<file path="src/rtl/iol_pkg.sv">
// Types and constants shared by the indexed ordered list.
// Used by the cell and the top level.
package iol_pkg;

  localparam int DATA_W = 32;
  localparam int CW     = 7;

  localparam logic [2:0] KIND_INSERT     = 3'd0;
  localparam logic [2:0] KIND_APPEND     = 3'd1;
  localparam logic [2:0] KIND_DELETE_END = 3'd2;
  localparam logic [2:0] KIND_DELETE_AT  = 3'd3;
  localparam logic [2:0] KIND_UPDATE     = 3'd4;

  localparam logic [1:0] ERR_OK    = 2'd0;
  localparam logic [1:0] ERR_RANGE = 2'd1;
  localparam logic [1:0] ERR_FULL  = 2'd2;
  localparam logic [1:0] ERR_EMPTY = 2'd3;

  typedef enum logic [2:0] {
    CMD_IDLE,
    CMD_INSERT,
    CMD_APPEND,
    CMD_UPDATE,
    CMD_DELETE,
    CMD_DROP,
    CMD_ROTATE
  } cell_op_t;

  typedef struct packed {
    cell_op_t        op;
    logic [CW-1:0]   pos;
    logic [CW-1:0]   count;
  } cell_ctrl_t;

  typedef struct packed {
    logic [2:0]               kind;
    logic signed [DATA_W-1:0] value;
    logic [4:0]               position;
  } cmd_t;

  typedef struct packed {
    logic signed [DATA_W-1:0] item;
    logic [3:0]               slot;
    logic                     last;
    logic                     is_empty;
    logic [1:0]               error;
    logic [4:0]               length;
  } rsp_t;

endpackage

</file>
<file path="src/rtl/iol_cell.sv">
// One list slot of the cell chain: holds an entry and takes a neighbor's,
// the new value or the head value as the broadcast control selects. Uses iol_pkg.
module iol_cell #(
  parameter int IDX = 0
) (
  input  logic                             clk,
  input  iol_pkg::cell_ctrl_t              ctrl,
  input  logic signed [iol_pkg::DATA_W-1:0] new_value,
  input  logic signed [iol_pkg::DATA_W-1:0] left,
  input  logic signed [iol_pkg::DATA_W-1:0] right,
  input  logic signed [iol_pkg::DATA_W-1:0] head,
  output logic signed [iol_pkg::DATA_W-1:0] q
);

  localparam logic [iol_pkg::CW-1:0] I = iol_pkg::CW'(IDX);

  logic signed [iol_pkg::DATA_W-1:0] q_next;

  always_comb begin
    q_next = q;
    case (ctrl.op)
      iol_pkg::CMD_INSERT: begin
        if (I == ctrl.pos) begin
          q_next = new_value;
        end else if (I > ctrl.pos && I <= ctrl.count) begin
          q_next = left;
        end
      end
      iol_pkg::CMD_APPEND: begin
        if (I == ctrl.count) q_next = new_value;
      end
      iol_pkg::CMD_UPDATE: begin
        if (I == ctrl.pos) q_next = new_value;
      end
      iol_pkg::CMD_DELETE: begin
        if (I >= ctrl.pos && I + 1'b1 < ctrl.count) q_next = right;
      end
      iol_pkg::CMD_ROTATE: begin
        if (I + 1'b1 == ctrl.count) begin
          q_next = head;
        end else if (I + 1'b1 < ctrl.count) begin
          q_next = right;
        end
      end
      default: q_next = q;
    endcase
  end

  always_ff @(posedge clk) begin
    q <= q_next;
  end

endmodule
</file>
<file path="config.mk">
export PLATFORM = sky130hd
export DESIGN_NAME = iol_cell
export DESIGN_NICKNAME = d
export VERILOG_FILES = /design/src/rtl/iol_pkg.sv /design/src/rtl/iol_cell.sv
export SDC_FILE = /design/constraint.sdc
export NUM_CORES = 1
export LEC_CHECK = 0
export BUFFER_PORTS_ARGS = -buffer_cell sky130_fd_sc_hd__buf_2
export CAP_MARGIN = 20
export CORE_MARGIN = 1
export CORE_UTILIZATION = 41
export CTS_CLUSTER_DIAMETER = 40
export CTS_CLUSTER_SIZE = 40
export DETAILED_ROUTE_END_ITERATION = 12
export PLACE_DENSITY = 0.83
export SYNTH_ARGS = -nofsm -noshare
export SYNTH_HDL_FRONTEND = slang
export SYNTH_SLANG_ARGS = --single-unit
export TNS_END_PERCENT = 20
</file>
<file path="constraint.sdc">
create_clock -name clk -period 4.05 [get_ports clk]
set_input_delay 0.2025 -clock clk [delete_from_list [all_inputs] [get_ports clk]]
set_output_delay 0.2025 -clock clk [all_outputs]
set_load 0.01 [all_outputs]
</file>
Word level (Yosys, flattened, before mapping)
Index checks and enable logic that the tools add are counted.
Widths: inputs -> output; s select.
- input bits: 146
- output and inout bits: 32
- register bits: 32
- word-level logic and storage cells: 30
- reduce and logical (&&, ||, !) cells: 6
- muxes and demuxes: 8
- $lt $le $gt $ge: 4
- equal/unequal tests: 11
- operator list (operator ; number):
    $mux 32 ; 7
    $pmux 32 s5 ; 1
    $logic_not 7->1 ; 2
    $eq 1x7->1 const A ; 1
    $ge 1x7->1 const A ; 1
    $gt 1x7->1 const A ; 1
    $le 1x7->1 const A ; 1
    $lt 1x7->1 const A ; 1
    $eq 3x2->1 const B ; 2
    $eq 3x3->1 const B ; 2
    $ne 2x2->1 const B ; 3
    $ne 3x3->1 const B ; 2
    $reduce_and 6->1 ; 1
    $reduce_bool 5->1 ; 1
    $eq 3x1->1 const B ; 1
    $logic_and 1x1->1 ; 2

Longest topological paths before layout
Gate-level depths: netlist (run 1).
- depth after elaboration: 5
- gate-level depth with buffers: 5
- depth with buffers taken out: 4

Worst setup path before layout (run 1)
No wires, ideal clock.
- kind: input port to flip-flop
- from: input ctrl[4] (netlist name)
- to: register q[0] (netlist name), enable pin
- buffers on the path: 0
- setup slack: 1160 ps
- setup time: 433 ps
- arrival time: 2458 ps
- cell stages on the path: 4
- data required time: 3617 ps
- cell sequence: nor4_4 > and3_2 > a31oi_1 > o22ai_1
- word-level cells in the longest chain between the ends: 4
- ends and longest elaborated chain (what ; RTL line ; RTL):
    start, declared ; iol_cell.sv:7 ; input iol_pkg::cell_ctrl_t ctrl,
    $le 1x7->1 or $lt 1x7->1 (tied branches) ; iol_cell.sv:25, iol_cell.sv:36, iol_cell.sv:41 ;
    $logic_and 1x1->1 (on tied branches) ; iol_cell.sv:25, iol_cell.sv:36 ;
    $ne 3x3->1 (no source line) or $ne 2x2->1 (tied branches) ; - ;
    $reduce_and 6->1 (no source line) (*) ; - ;
    end signal, assigned ; iol_cell.sv:50 ; q <= q_next;
    end, declared ; iol_cell.sv:12 ; output logic signed [iol_pkg::DATA_W-1:0] q
Mark *: on every way between the ends. The rest lies on a longest branch, timed or not.
A chain may end at the register's enable or synchronous reset.

Worst setup path in the final report (run 1)
- from: input ctrl[4] (netlist name)
- to: register q[13] (netlist name), enable pin
The elaborated chain is that of the path after synthesis.

==> impl_metrics.prom, run 1 <==
# TYPE chip_impl_metric gauge
chip_impl_info{name="outcome",value="complete, no violations"} 1
chip_impl_metric{name="maxClockFrequency",unit="MHz"} 519.4
chip_impl_metric{name="fin_crit_sh",unit=""} 0.4754
chip_impl_metric{name="detailroute.wirelength.met3",unit="um"} 453
chip_impl_metric{name="initial_utilization",unit=""} 0.4268
chip_impl_metric{name="drt-pass1-iter-count",unit=""} 4
chip_impl_info{name="yosys-top-cells-area",value="sky130_fd_sc_hd__edfxtp_1, sky130_fd_sc_hd__mux2i_1, sky130_fd_sc_hd__o221ai_1, sky130_fd_sc_hd__a22oi_1, sky130_fd_sc_hd__clkbuf_1"} 1
chip_impl_metric{name="critPathRequiredTime",unit="ps"} 3940
chip_impl_info{name="yosysMostFrequentCell",value="sky130_fd_sc_hd__mux2i_1"} 1
chip_impl_info{name="synthFlopType",value="sky130_fd_sc_hd__edfxtp_1"} 1
chip_impl_info{name="largest_registers",value="q (32)"} 1
chip_impl_metric{name="pin_count",unit=""} 178
chip_impl_info{name="cp-start-kind",value="input port"} 1
chip_impl_metric{name="finalNetCount",unit=""} 514
chip_impl_metric{name="worst_pin_slew",unit="ps"} 1054
chip_impl_info{name="hold_path.class",value="in -> reg"} 1
chip_impl_metric{name="wire_length_of_the_first_global_routing_pass",unit="um"} 11400
chip_impl_metric{name="routed_wl",unit="um"} 7476
chip_impl_metric{name="share_of_final_layout_standard_cells_stronger_than_drive_strength_1",unit=""} 0.5326
chip_impl_metric{name="drc_errors",unit=""} 0
chip_impl_info{name="clock_tree_from_tritoncts",value="yes"} 1
chip_impl_metric{name="utilization",unit=""} 0.6131
chip_impl_metric{name="buffer_ports.inserted",unit=""} 177
chip_impl_metric{name="netlist-cell-type-count",unit=""} 21
chip_impl_metric{name="clk_pin_slew",unit="ps"} 70
chip_impl_metric{name="finalWorstSetupSlack",unit="ps"} 2125
chip_impl_metric{name="setup_viol",unit=""} 0
chip_impl_metric{name="grt-ovfl-total",unit=""} 0
chip_impl_metric{name="ant_nets",unit=""} 0
chip_impl_metric{name="routabilityCongestion",unit=""} 0.7985
chip_impl_metric{name="total_power",unit="W"} 0.0008384
chip_impl_metric{name="grt_pass1_vias",unit=""} 2475
chip_impl_metric{name="critical_path_arrival",unit="ps"} 1820
chip_impl_info{name="max_flop_register",value="q"} 1
chip_impl_metric{name="max_cap_violations",unit=""} 0
chip_impl_metric{name="fp.coreArea",unit="mm2"} 0.005540
chip_impl_metric{name="holdBufCountCts",unit=""} 0
chip_impl_metric{name="preCtsSetupSlack",unit="ps"} 1811
chip_impl_metric{name="power_density",unit="mW/mm2"} 246.8
chip_impl_metric{name="hold_violations",unit=""} 0
chip_impl_metric{name="ctsHtreeMaxLevel",unit=""} 2
chip_impl_metric{name="synthArstFlopShare",unit=""} 0
chip_impl_metric{name="flip_flop_count_of_the_largest_register_after_layout",unit=""} 32
chip_impl_metric{name="wl_met1",unit="um"} 2901
chip_impl_metric{name="synth_seq_area_share",unit=""} 0.4063
chip_impl_metric{name="max-vdd-ir-drop",unit="mV"} 0.1243
chip_impl_metric{name="die_y",unit="um"} 77.95
chip_impl_metric{name="routedWlPerCell",unit="um"} 16.99
chip_impl_metric{name="synthesis.area_per_instance",unit="um2"} 11.94
chip_impl_info{name="critical_path_class",value="in -> reg"} 1
chip_impl_metric{name="floorplan.die.width",unit="um"} 77.95
chip_impl_metric{name="pin_count_of_the_biggest_net_entering_global_routing",unit=""} 33
chip_impl_info{name="synthTopCellsByCount",value="sky130_fd_sc_hd__mux2i_1, sky130_fd_sc_hd__a22oi_1, sky130_fd_sc_hd__edfxtp_1, sky130_fd_sc_hd__o221ai_1, sky130_fd_sc_hd__clkbuf_1"} 1
chip_impl_metric{name="floorplan.rows",unit=""} 27
chip_impl_metric{name="met2WireLength",unit="um"} 4001
chip_impl_metric{name="area_growth_syn_to_layout",unit="%"} 43.65
chip_impl_metric{name="via_per_inst",unit=""} 5.741
chip_impl_info{name="rsz0062_at_grt",value="false"} 1
chip_impl_metric{name="cts-root-to-sink-buffers",unit=""} 2
chip_impl_metric{name="slew_headroom",unit=""} 0.2973
chip_impl_metric{name="slew_violations",unit=""} 0
chip_impl_metric{name="synth_edf_count",unit=""} 32
chip_impl_metric{name="die_area",unit="mm2"} 0.006075
chip_impl_metric{name="synth_warnings",unit=""} 0
chip_impl_metric{name="syn_inst_count",unit=""} 198
chip_impl_metric{name="post-cts-setup-buffer-count",unit=""} 0
chip_impl_metric{name="initialDrtViolationCount",unit=""} 175
chip_impl_metric{name="cts_made_buffers",unit=""} 5
chip_impl_metric{name="synth.net_count",unit=""} 344
chip_impl_info{name="clock_tree.root_cell",value="sky130_fd_sc_hd__clkbuf_8"} 1
chip_impl_info{name="yosys.area.top_type",value="sky130_fd_sc_hd__edfxtp_1"} 1
chip_impl_metric{name="count_of_antenna_diodes_in_the_layout",unit=""} 0
chip_impl_info{name="nature_of_the_critical_path_endpoint",value="flop"} 1
chip_impl_metric{name="final.setup.tns",unit="ps"} 0
chip_impl_metric{name="detailroute.via_count",unit=""} 2526
chip_impl_info{name="highest_layer",value="met4"} 1
chip_impl_metric{name="post_cts.resized_instances",unit=""} 0
chip_impl_metric{name="place.detailed.hpwl",unit="um"} 5388
chip_impl_metric{name="synth-seq-cells",unit=""} 32
chip_impl_metric{name="netlist_area",unit="mm2"} 0.002365
chip_impl_metric{name="synth.top_cell.area_share",unit=""} 0.4063
chip_impl_metric{name="cts.sinks",unit=""} 32
chip_impl_metric{name="globalRouteTotalUtil",unit=""} 0.2393
chip_impl_metric{name="p_leak",unit="nW"} 1.843
chip_impl_metric{name="fin_crit",unit="ps"} 1925
chip_impl_metric{name="critPathMaxFanout",unit=""} 32
chip_impl_metric{name="antenna_found_initial",unit=""} 0
-- worst max-delay path, stage by stage --
cell                      delay, ps
sky130_fd_sc_hd__buf_2          110
sky130_fd_sc_hd__nor4_4         380
sky130_fd_sc_hd__and3_2         240
sky130_fd_sc_hd__a31oi_1         60
sky130_fd_sc_hd__o22ai_4        810
-- logic make-up (layout without fill, tap and decap cells) --
group,count (synthesis),count (layout),synth area share
AOI/OAI and AO/OA,68,68,0.2312
and+or+nand+nor,15,15,0.05027
muxes,64,64,0.2709
buffers and inverters,19,189,0.04126
DFF,32,32,0.4063
-- metrics by stage --
stage	hold WS (ps)	cell area, um2	std cells
after detailed placement	526.2	3292	432
after CTS	240.2	3369	439
after floorplan	419.6	2365	198
after global routing	256.9	3397	440
final	253.0	3397	440
after global placement	523.4	3292	432
-- layer usage --
metal	up-vias	track usage
met4	0	0.07963
met3	12	0.05176
met1	1185	0.2663
met2	130	0.4478
met5	-	0
li1	1199	-
-- area by class of cell --
class	count	area [um2]
multi-input cells	147	1329
inverters	1	3.754
clock inverters	1	5.005
clock buffers	6	72.57
flip-flops and latches	32	960.9
fillers	482	2143
repair buffers	181	935.9
well taps	72	90.09
-- power breakdown --
part           switching (W)  internal, W
registers         0.00000432     0.000392
logic               0.000109     0.000110
clock network       0.000106     0.000117
-- layout by cell type, fill, tap and decap left out --
| master | n |
|---|---|
| sky130_fd_sc_hd__o221ai_1 | 32 |
| sky130_fd_sc_hd__o21ai_2 | 1 |
| sky130_fd_sc_hd__buf_4 | 3 |
| sky130_fd_sc_hd__nor2_1 | 1 |
| sky130_fd_sc_hd__mux2i_1 | 64 |
| sky130_fd_sc_hd__nor2b_1 | 1 |
| sky130_fd_sc_hd__nand2b_1 | 1 |
| sky130_fd_sc_hd__nand3_4 | 1 |
| sky130_fd_sc_hd__clkbuf_8 | 5 |
| sky130_fd_sc_hd__inv_1 | 1 |
| sky130_fd_sc_hd__clkbuf_1 | 1 |
| sky130_fd_sc_hd__clkinv_2 | 1 |
| sky130_fd_sc_hd__o22ai_4 | 1 |
| sky130_fd_sc_hd__nand2_2 | 1 |
| sky130_fd_sc_hd__buf_2 | 177 |
| sky130_fd_sc_hd__a32oi_1 | 1 |
| sky130_fd_sc_hd__nor2_2 | 2 |
| sky130_fd_sc_hd__buf_16 | 1 |
| sky130_fd_sc_hd__and3_2 | 1 |
| sky130_fd_sc_hd__edfxtp_1 | 32 |
| sky130_fd_sc_hd__nor3_1 | 2 |
| sky130_fd_sc_hd__a31oi_1 | 1 |
| sky130_fd_sc_hd__nor4_4 | 2 |
| sky130_fd_sc_hd__a22oi_1 | 32 |
| sky130_fd_sc_hd__nand2_1 | 3 |
-- worst paths after layout --
check | startpoint | end | slack (ps) | depth (start not counted)
max | ctrl[4] | q[13] | 2120 | 5
min | new_value[31] | q[31] | 250 | 3
Power figures use the tool's default switching activity.
==> run 2: changes to the inputs <==
Settings changed: CORE_UTILIZATION 41 to 37, PLACE_DENSITY 0.83 to 0.79.
Clock period 4.05 ns to 1.6 ns, I/O delays scaled along.
==> impl_metrics.prom, run 2 (synthesis gave the netlist of run 1 again) <==
# TYPE chip_impl_metric gauge
chip_impl_info{name="outcome",value="complete, no violations"} 1
chip_impl_info{name="mostFrequentLayoutCell",value="sky130_fd_sc_hd__buf_2"} 1
chip_impl_info{name="cp-start-kind",value="input port"} 1
chip_impl_metric{name="cts_made_buffers",unit=""} 5
chip_impl_metric{name="fp.coreArea",unit="mm2"} 0.006026
chip_impl_metric{name="setup_viol",unit=""} 0
chip_impl_metric{name="maxClockFrequency",unit="MHz"} 742.8
chip_impl_metric{name="worst_pin_slew",unit="ps"} 738.5
chip_impl_metric{name="place.detailed.hpwl",unit="um"} 5812
chip_impl_info{name="critical_path_class",value="in -> reg"} 1
chip_impl_metric{name="antenna_found_initial",unit=""} 0
chip_impl_metric{name="max-vdd-ir-drop",unit="mV"} 0.4425
chip_impl_metric{name="drt-pass1-iter-count",unit=""} 6
chip_impl_metric{name="via_per_inst",unit=""} 5.638
chip_impl_metric{name="critical_path_arrival",unit="ps"} 1440
chip_impl_metric{name="cts-root-to-sink-buffers",unit=""} 2
chip_impl_metric{name="register_area",unit="um2"} 960.9
chip_impl_metric{name="p_leak",unit="nW"} 1.905
chip_impl_metric{name="floorplan.rows",unit=""} 28
chip_impl_info{name="critical_path.slowest_cell",value="sky130_fd_sc_hd__nor2_2"} 1
chip_impl_metric{name="slew_violations",unit=""} 0
chip_impl_metric{name="area_growth_syn_to_layout",unit="%"} 49.42
chip_impl_info{name="final_cell_mix",value="sky130_fd_sc_hd__buf_2, sky130_fd_sc_hd__mux2i_1, sky130_fd_sc_hd__a22oi_1, sky130_fd_sc_hd__o221ai_1, sky130_fd_sc_hd__edfxtp_1"} 1
chip_impl_metric{name="power_density",unit="mW/mm2"} 610.6
chip_impl_metric{name="detailroute.via_count",unit=""} 2554
chip_impl_metric{name="pin_count",unit=""} 178
chip_impl_info{name="hold_path.class",value="in -> reg"} 1
chip_impl_metric{name="critPathRequiredTime",unit="ps"} 1700
chip_impl_metric{name="buffer_ports.inserted",unit=""} 177
chip_impl_metric{name="routedWlPerCell",unit="um"} 16.02
chip_impl_info{name="clock_tree_from_tritoncts",value="yes"} 1
chip_impl_metric{name="multi_input_comb_area",unit="mm2"} 0.001329
chip_impl_metric{name="share_of_final_layout_standard_cells_stronger_than_drive_strength_1",unit=""} 0.5450
chip_impl_metric{name="utilization",unit=""} 0.5864
chip_impl_info{name="rsz0062_at_grt",value="false"} 1
chip_impl_info{name="crit_chain",value="buf_2 > inv_1 > nor2_2 > buf_4 > a22oi_1 > o221ai_1"} 1
chip_impl_metric{name="worst_path_largest_cell_delay",unit="ps"} 590
chip_impl_metric{name="ctsHtreeMaxLevel",unit=""} 2
chip_impl_metric{name="hold_violations",unit=""} 0
chip_impl_metric{name="globalRouteTotalUtil",unit=""} 0.2129
chip_impl_metric{name="count_of_antenna_diodes_in_the_layout",unit=""} 0
chip_impl_metric{name="slew_headroom",unit=""} 0.5072
chip_impl_metric{name="drc_errors",unit=""} 0
chip_impl_metric{name="fill_cell_total_of_the_finished_layout",unit=""} 521
chip_impl_metric{name="pin_count_of_the_biggest_net_entering_global_routing",unit=""} 18
chip_impl_metric{name="post_cts.resized_instances",unit=""} 0
chip_impl_metric{name="initial_utilization",unit=""} 0.3924
chip_impl_metric{name="post-cts-setup-buffer-count",unit=""} 0
chip_impl_metric{name="die_area",unit="mm2"} 0.006715
chip_impl_metric{name="ant_nets",unit=""} 0
chip_impl_metric{name="grt_pass1_vias",unit=""} 2399
chip_impl_metric{name="fin_crit_sh",unit=""} 0.8414
chip_impl_metric{name="max_cap_violations",unit=""} 0
chip_impl_metric{name="finalNetCount",unit=""} 523
chip_impl_metric{name="cts.sinks",unit=""} 32
chip_impl_info{name="max_flop_register",value="q"} 1
chip_impl_metric{name="fin_crit",unit="ps"} 1346
chip_impl_metric{name="critPathMaxFanout",unit=""} 17
chip_impl_metric{name="floorplan.die.width",unit="um"} 81.95
chip_impl_info{name="nature_of_the_critical_path_endpoint",value="flop"} 1
chip_impl_metric{name="routabilityCongestion",unit=""} 0.8079
chip_impl_metric{name="grt-ovfl-total",unit=""} 0
chip_impl_metric{name="routed_wl",unit="um"} 7257
chip_impl_info{name="largest_registers",value="q (32)"} 1
chip_impl_metric{name="holdBufCountCts",unit=""} 0
chip_impl_metric{name="die_y",unit="um"} 81.95
chip_impl_metric{name="initialDrtViolationCount",unit=""} 108
chip_impl_metric{name="flip_flop_count_of_the_largest_register_after_layout",unit=""} 32
chip_impl_metric{name="timing.hold.ws",unit="ps"} 123.8
chip_impl_metric{name="clk_pin_slew",unit="ps"} 70
chip_impl_metric{name="wire_length_of_the_first_global_routing_pass",unit="um"} 10720
chip_impl_info{name="clock_tree.root_cell",value="sky130_fd_sc_hd__clkbuf_8"} 1
## run 2: changes by cell type in the layout (fill, tap and decap cells not counted)
cell                         previous run  this run
sky130_fd_sc_hd__clkinv_1               0         1
sky130_fd_sc_hd__buf_12                 0         6
sky130_fd_sc_hd__clkinvlp_4             0         2
sky130_fd_sc_hd__buf_4                  3         7
sky130_fd_sc_hd__clkinv_2               1         0
sky130_fd_sc_hd__clkbuf_1               1         0
sky130_fd_sc_hd__buf_16                 1         0
## run 2: where the power goes
part | internal, W | leakage, nW | switching [W] | total [W]
clock | 0.000300 | 0.0378 | 0.000289 | 0.000589
combinational | 0.000289 | 1.58 | 0.000278 | 0.000567
sequential | 0.000991 | 0.288 | 0.0000107 | 0.00100
total | 0.00158 | 1.90 | 0.000578 | 0.00216
## run 2: final timing paths
check	startpoint	to	slack, ps	cells after the start
worst min-delay path	new_value[19]	q[19]	120	3
worst max-delay path	ctrl[15]	q[11]	250	6
## run 2: layout make-up
cell class | count | share of cell area
tap | 75 | 0.02656
clock buffer | 5 | 0.01948
multi-input combinational | 147 | 0.3761
inverter | 1 | 0.001062
timing repair buffer | 190 | 0.2996
sequential | 32 | 0.2720
clock inverter | 3 | 0.005312
## run 2: critical path, delay by kind of cell
kind / cells / cell delay (ps)
AOI/OAI and AO/OA: 2 / 210
and+or+nand+nor: 1 / 590
buffers and inverters: 3 / 560
## run 2: routing by layer
layer / global-route usage / wire, um
met1: 0.2309 / 2884
met4: 0.06667 / 54
met5: 0 / 0
met2: 0.3975 / 3793
met3: 0.05667 / 525
## run 2: metrics by stage
step                worst slack [ps]  area (um2)  power [W]  TNS, ps  cells
global route                   174.5        3533   0.002271        0    453
CTS                            254.5        3533   0.002180        0    453
floorplan                     -102.2        2379   0.001261    -3272    198
detailed placement            -27.63        3446   0.001588   -126.4    445
global placement               8.286        3446   0.001570        0    445
finish                         253.8        3533   0.002158        0    453
